## src/design/lpp_pkg.sv

```systemverilog
// Shared constants, codes and bus types for the layered point pick block.
// Used by lpp_cell and layered_point_pick_core; depends on nothing.
`timescale 1ns / 1ps

package lpp_pkg;

  // table size and field widths
  localparam int ENTRIES     = 64;
  localparam int COORD_BITS  = 16;
  localparam int OP_BITS     = 2;
  localparam int SLOT_BITS   = 6;
  localparam int GROUP_BITS  = 8;
  localparam int KIND_BITS   = 2;
  localparam int ID_BITS     = 16;
  localparam int LAYER_BITS  = 16;
  localparam int IDX_BITS    = (ENTRIES > 1) ? $clog2(ENTRIES) : 1;
  localparam int MATCH_BITS  = (IDX_BITS > SLOT_BITS) ? IDX_BITS : SLOT_BITS;

  // opcodes
  localparam logic [OP_BITS-1:0] OP_WRITE    = 2'd0;
  localparam logic [OP_BITS-1:0] OP_PICK_ALL = 2'd1;
  localparam logic [OP_BITS-1:0] OP_PICK_HOT = 2'd2;

  // entry kinds
  localparam logic [KIND_BITS-1:0] KIND_HOTSPOT = 2'd0;
  localparam logic [KIND_BITS-1:0] KIND_SPRITE  = 2'd1;
  localparam logic [KIND_BITS-1:0] KIND_BITMAP  = 2'd2;

  // write bus broadcast to every cell
  typedef struct packed {
    logic                         en;
    logic [SLOT_BITS-1:0]         slot;
    logic [GROUP_BITS-1:0]        group;
    logic [KIND_BITS-1:0]         kind;
    logic [ID_BITS-1:0]           item_id;
    logic signed [LAYER_BITS-1:0] layer;
    logic                         active;
    logic signed [COORD_BITS-1:0] x_left;
    logic signed [COORD_BITS-1:0] y_top;
    logic signed [COORD_BITS-1:0] x_right;
    logic signed [COORD_BITS-1:0] y_bottom;
  } wr_t;

  // pick token handed from cell to cell, carrying the best entry so far
  typedef struct packed {
    logic                         valid;
    logic                         hot_only;
    logic signed [COORD_BITS-1:0] x;
    logic signed [COORD_BITS-1:0] y;
    logic                         found;
    logic signed [LAYER_BITS-1:0] best_layer;
    logic [GROUP_BITS-1:0]        group;
    logic [KIND_BITS-1:0]         kind;
    logic [ID_BITS-1:0]           id;
  } tok_t;

endpackage

```

## src/design/lpp_cell.sv

```systemverilog
// One table cell: holds a single rectangle entry and updates the passing pick token.
// Depends on lpp_pkg for widths, kind codes and the wr_t / tok_t bus types.
`timescale 1ns / 1ps

module lpp_cell (
  input  logic                              clk,
  input  logic                              rst_n,
  input  logic [lpp_pkg::IDX_BITS-1:0]      cell_idx,
  input  lpp_pkg::wr_t                      wr,
  input  lpp_pkg::tok_t                     tok_i,
  output lpp_pkg::tok_t                     tok_o
);

  // stored entry
  logic                                 active_r;
  logic [lpp_pkg::GROUP_BITS-1:0]       group_r;
  logic [lpp_pkg::KIND_BITS-1:0]        kind_r;
  logic [lpp_pkg::ID_BITS-1:0]          id_r;
  logic signed [lpp_pkg::LAYER_BITS-1:0] layer_r;
  logic signed [lpp_pkg::COORD_BITS-1:0] left_r;
  logic signed [lpp_pkg::COORD_BITS-1:0] top_r;
  logic signed [lpp_pkg::COORD_BITS-1:0] right_r;
  logic signed [lpp_pkg::COORD_BITS-1:0] bottom_r;

  lpp_pkg::tok_t tok_r;
  lpp_pkg::tok_t tok_nxt;

  logic wr_hit;
  logic in_rect;
  logic eligible;
  logic take;

  // slot decode against this cell's position
  assign wr_hit = wr.en &&
    (lpp_pkg::MATCH_BITS'(wr.slot) == lpp_pkg::MATCH_BITS'(cell_idx));

  // active flag clears at reset so the whole table reads as empty
  always_ff @(posedge clk) begin
    if (!rst_n) begin
      active_r <= 1'b0;
    end else if (wr_hit) begin
      active_r <= wr.active;
    end
  end

  // entry payload
  always_ff @(posedge clk) begin
    if (wr_hit) begin
      group_r  <= wr.group;
      kind_r   <= wr.kind;
      id_r     <= wr.item_id;
      layer_r  <= wr.layer;
      left_r   <= wr.x_left;
      top_r    <= wr.y_top;
      right_r  <= wr.x_right;
      bottom_r <= wr.y_bottom;
    end
  end

  // containment: bitmaps drop the right and bottom edges
  always_comb begin
    unique case (kind_r)
      lpp_pkg::KIND_HOTSPOT, lpp_pkg::KIND_SPRITE: begin
        in_rect = ($signed(tok_i.x) >= $signed(left_r)) &&
                  ($signed(tok_i.x) <= $signed(right_r)) &&
                  ($signed(tok_i.y) >= $signed(top_r)) &&
                  ($signed(tok_i.y) <= $signed(bottom_r));
      end
      lpp_pkg::KIND_BITMAP: begin
        in_rect = ($signed(tok_i.x) >= $signed(left_r)) &&
                  ($signed(tok_i.x) <  $signed(right_r)) &&
                  ($signed(tok_i.y) >= $signed(top_r)) &&
                  ($signed(tok_i.y) <  $signed(bottom_r));
      end
      default: begin
        in_rect = 1'b0;
      end
    endcase
  end

  // strictly higher layer replaces, so ties stay with the lower slot
  assign eligible = tok_i.valid && active_r && in_rect &&
                    (!tok_i.hot_only || (kind_r == lpp_pkg::KIND_HOTSPOT));
  assign take = eligible &&
                (!tok_i.found || ($signed(layer_r) > $signed(tok_i.best_layer)));

  always_comb begin
    tok_nxt = tok_i;
    if (take) begin
      tok_nxt.found      = 1'b1;
      tok_nxt.best_layer = layer_r;
      tok_nxt.group      = group_r;
      tok_nxt.kind       = kind_r;
      tok_nxt.id         = id_r;
    end
  end

  // token register, valid cleared at reset
  always_ff @(posedge clk) begin
    if (!rst_n) begin
      tok_r.valid <= 1'b0;
    end else begin
      tok_r.valid <= tok_nxt.valid;
    end
    tok_r.hot_only   <= tok_nxt.hot_only;
    tok_r.x          <= tok_nxt.x;
    tok_r.y          <= tok_nxt.y;
    tok_r.found      <= tok_nxt.found;
    tok_r.best_layer <= tok_nxt.best_layer;
    tok_r.group      <= tok_nxt.group;
    tok_r.kind       <= tok_nxt.kind;
    tok_r.id         <= tok_nxt.id;
  end

  assign tok_o = tok_r;

endmodule

```

## config.mk

```make
export PLATFORM = sky130hd
export DESIGN_NAME = lpp_cell
export DESIGN_NICKNAME = d
export VERILOG_FILES = /design/src/design/lpp_pkg.sv /design/src/design/lpp_cell.sv
export SDC_FILE = /design/constraint.sdc
export NUM_CORES = 1
export LEC_CHECK = 0
export BUFFER_PORTS_ARGS = -buffer_cell sky130_fd_sc_hd__clkbuf_2
export CORE_ASPECT_RATIO = 0.6
export CORE_MARGIN = 2
export CORE_UTILIZATION = 50
export DETAILED_ROUTE_END_ITERATION = 10
export GPL_TIMING_DRIVEN = 0
export PLACE_DENSITY_LB_ADDON = 0.2
export RECOVER_POWER = 100
export SETUP_SLACK_MARGIN = 0.15
export SYNTH_ARGS = -nofsm -noshare
export SYNTH_HDL_FRONTEND = slang
export SYNTH_SLANG_ARGS = --single-unit
```

## constraint.sdc

```tcl
create_clock -name clk -period 15.6 [get_ports clk]
set_input_delay 1.56 -clock clk [delete_from_list [all_inputs] [get_ports clk]]
set_output_delay 1.56 -clock clk [all_outputs]
set_load 0.05 [all_outputs]
```

==> run summary <==
• 17 — Num CTS Buffers
• 5420 ps — arrival time at the worst endpoint
• 0 — number of warnings printed during yosys synthesis
• no — RSZ-0062 raised after global routing
• 543 — cells after synthesis
• clkbuf_1 > ha_1 > nand4_1 > nor4_1 > a21boi_0 > or4_1 > o2111ai_1 > nor4_1 > clkbuf_1 > mux2_1 — ordered cell list for the critical path
• 0.0163 sq mm — Die Footprint
• 5,575 — vias in the first global route
• 14,300 microns — detailed placement HPWL
• 51.9% — Initial Utilization
• 25.7% — Layout Area Growth over Synthesis
• 275 — buffers added on ports
• 32.8% — share of the cycle needed by the critical path after routing
• 62.1% — portion of the post-synthesis area used by sequential elements
• 0.874 — RePlAce Congestion
• 0 — number of setup violations in the final report
• 1,130 — count of nets after finishing
• sky130_fd_sc_hd__clkbuf_16 — root cell of the clock tree
• 1260 microns — total met3 wirelength after detailed routing
• flip-flop — kind of end point of the critical path
• 10 — maximum fanout encountered on the critical timing path
• 0 — ant diodes
• 17,600 microns — final wirelength
• 7500 microns — WL met1
• 11.7% — Rel. slew slack
• 4 — # H-tree levels
• 1,249 — fill cell instance count of the final layout
• 12.4 ps — Final Skew
• 80 ps — clock edge transition at the registers on the reported setup and hold paths
• 270 — number of DRC markers after the initial detailed-route iteration
• sky130_fd_sc_hd__edfxtp_1 — predominant post-synthesis flop cell
• 5 — number of iterations in the first detailed-routing pass
• 34 — total number of placement rows
• 164 microns — horizontal extent of the die
• 1,062 — final non-filler cell total
• 10,480 ps — final setup slack of the worst path
• 22.9% — layout cell share with drive strength beyond 1
• 0.00764 sq mm — Netlist Area Pre-Place
• 0 — DRC violation count after routing
• 276 — total I/O pin count
• 26,900 microns — wire length of the first global-routing pass
• 0 — Routed Antenna Nets
• primary input — kind of start point of the critical path
• 0 — max-slew violation total from the final report
• 113 mW/mm^2 — power per cell area
• 410 ps — worst-skew pair later-pin latency
• 1310 ps — slew at the pin closest to its max-slew limit
• 0% — asr flop ratio synth
• 1.09 mW — total chip power
• 8720 microns — met2 wire len
• 4.93 — vias per inst
• 1040 ps — Largest stage delay, worst path
• 0 — postcts setup bufs
• 0 — Resized Gates After CTS
• 43 — library cells used by synthesis
• 15,890 ps — critical path data required time
• 16.6 microns — routed length per instance
• in2reg — crit path kind
• yes — CTS tree
• 0 — antenna violations before repair
• complete, no violations — status
• 4.25 nW — leakage dissipation
• 195 MHz — highest achievable clock rate
• 5,236 — overall via count from detail_route
• 0.0147 sq mm — Placeable Area
• 0 ps — setup total negative slack
• met4 — uppermost routed layer
• 20 — pin count of the biggest net entering global routing
• 822 — Syn Nets
• 5120 ps — crit path time final
• 0 — global route overflow
• 21.4% — global-route total usage across every layer
• 0.0584 mV — Worst IR Drop VDD
• 0 — count of hold-fix buffers inserted at cts
• 65.3% — utilization after layout
• 2 — Longest Clk Path Bufs
• 11,120 ps — minimum setup slack after placement
• 1,030 — total placed cells including tap cells
• simple AND/OR/NAND/NOR gates — crit-path leading delay family
• 184 — Sink Count
• 0.00238 sq mm — area of the multi-input gates
• 184 — number of synthesized register bits
• reg2reg — worst min-delay path class
• 99.8 microns — vertical extent of the die
• 14.1 sq um — mean cell area of the mapped netlist
• 0 — number of maximum-capacitance constraint violations
• 0.00474 sq mm — storage element area
• sky130_fd_sc_hd__nor4_1 — worst-path cell with the longest stage delay
• 2 — count of buffer and inverter cells on the critical path
• 106 — Post-synth EDFFs
• 0 — final hold viol count
## worst register-to-register path, stage by stage, from the launching register on
cell and delay (ps):
sky130_fd_sc_hd__edfxtp_1 330, sky130_fd_sc_hd__inv_1 50, sky130_fd_sc_hd__ha_1 390, sky130_fd_sc_hd__nand4_1 260
sky130_fd_sc_hd__nor4_1 410, sky130_fd_sc_hd__a21boi_0 300, sky130_fd_sc_hd__or4_1 160, sky130_fd_sc_hd__o2111ai_1 180
sky130_fd_sc_hd__nor4_1 1040, sky130_fd_sc_hd__clkbuf_1 580, sky130_fd_sc_hd__mux2_1 400
## cell type report
type / instances / share of cell area, %
inverters: 83 / 3.24
clock buffers: 18 / 4.69
flip-flops and latches: 184 / 49.4
repair buffers: 289 / 13.3
multi-input cells: 272 / 24.8
well taps: 198 / 2.58
clock inverters: 14 / 1.85
plain buffers: 4 / 0.156
## cell usage after synthesis, drive strengths merged (3+ instances only)
master / number / area (sq um)
inv: 83 / 312
nor2: 12 / 45.0
o21ai: 8 / 40.0
nand4: 14 / 87.6
mux2: 42 / 623
a21o: 7 / 52.6
buf: 4 / 45.0
a21oi: 25 / 125
nor2b: 5 / 31.3
a211oi: 5 / 37.5
nor4: 6 / 58.8
xnor2: 3 / 26.3
nand3: 7 / 35.0
o211ai: 4 / 30.0
nor3: 4 / 20.0
edfxtp: 106 / 3180
xor2: 3 / 26.3
ha: 80 / 1000
nand2: 20 / 75.1
dfxtp: 78 / 1560
## metrics by stage
stage                     hold WS [ps]  cell area [sq um]
after global placement             453               9270
after CTS                          472              10000
after detailed placement           460               9390
final                              458               9610
after global routing               480               9610
after floorplan                    448               7640
## cells by family (layout without fill, tap and decap cells)
| kind of cell | after synthesis | count (layout) | share of synthesized area (%) |
|---|---|---|---|
| compound gates | 64 | 64 | 5.37 |
| buf+inv | 87 | 408 | 4.67 |
| xor+xnor | 6 | 6 | 0.688 |
| flops | 184 | 184 | 62.1 |
| simple gates | 77 | 77 | 5.57 |
| fa+ha+maj | 81 | 81 | 13.2 |
| mux | 44 | 44 | 8.41 |
## cell usage in the layout, fill, tap and decap left out, types with 2 or more instances in the layout
cell type                   instances
sky130_fd_sc_hd__clkbuf_2         158
sky130_fd_sc_hd__clkbuf_1         135
sky130_fd_sc_hd__edfxtp_1         106
sky130_fd_sc_hd__inv_1             83
sky130_fd_sc_hd__ha_1              80
sky130_fd_sc_hd__dfxtp_1           78
sky130_fd_sc_hd__mux2_1            35
sky130_fd_sc_hd__a21oi_1           25
sky130_fd_sc_hd__nand2_1           20
sky130_fd_sc_hd__clkbuf_16         18
sky130_fd_sc_hd__nand4_1           14
sky130_fd_sc_hd__nor2_1            12
sky130_fd_sc_hd__o21ai_0            8
sky130_fd_sc_hd__nand3_1            7
sky130_fd_sc_hd__a21o_1             7
sky130_fd_sc_hd__nor4_1             6
sky130_fd_sc_hd__inv_8              6
sky130_fd_sc_hd__a211oi_1           5
sky130_fd_sc_hd__nor2b_1            5
sky130_fd_sc_hd__mux2_4             5
sky130_fd_sc_hd__nor3_1             4
sky130_fd_sc_hd__o211ai_1           4
sky130_fd_sc_hd__xor2_1             3
sky130_fd_sc_hd__xnor2_1            3
sky130_fd_sc_hd__clkinv_8           3
sky130_fd_sc_hd__o22ai_1            2
sky130_fd_sc_hd__a31oi_1            2
sky130_fd_sc_hd__a21boi_0           2
sky130_fd_sc_hd__o31ai_1            2
sky130_fd_sc_hd__and2_1             2
sky130_fd_sc_hd__nand4b_1           2
sky130_fd_sc_hd__mux2i_1            2
sky130_fd_sc_hd__and4b_1            2
sky130_fd_sc_hd__mux2_2             2
## sequential cells by signal, summed over array words and instances (netlist names)
signal,cells
right_r,16
bottom_r,16
layer_r,16
active_r,1
kind_r,2
left_r,16
id_r,16
tok_o,77
top_r,16
group_r,8
## power by group
| part | internal, mW | switching [mW] | total, mW |
|---|---|---|---|
| sequential | 0.526 | 0.00393 | 0.530 |
| combinational | 0.0380 | 0.0739 | 0.112 |
| clock | 0.241 | 0.202 | 0.444 |
## worst paths after layout
check                       to  cells after the start                   from  slack, ps
max reg2reg  tok_o[26]$_DFF_P_                     10  right_r[15]$_DFFE_PP_      11400
min          tok_o[14]$_DFF_P_                      1     id_r[14]$_DFFE_PP_        460
min reg2reg  tok_o[14]$_DFF_P_                      1     id_r[14]$_DFFE_PP_        460
max          tok_o[26]$_DFF_P_                     10              tok_i[74]      10480
## routing by layer
metal / GRT usage, % / up-vias
met1: 25.8 / 2473
met2: 38.7 / 185
li1: - / 2570
met4: 5.60 / 0
met5: 0 / -
met3: 5.33 / 8
(Power assumes the default switching activity.)
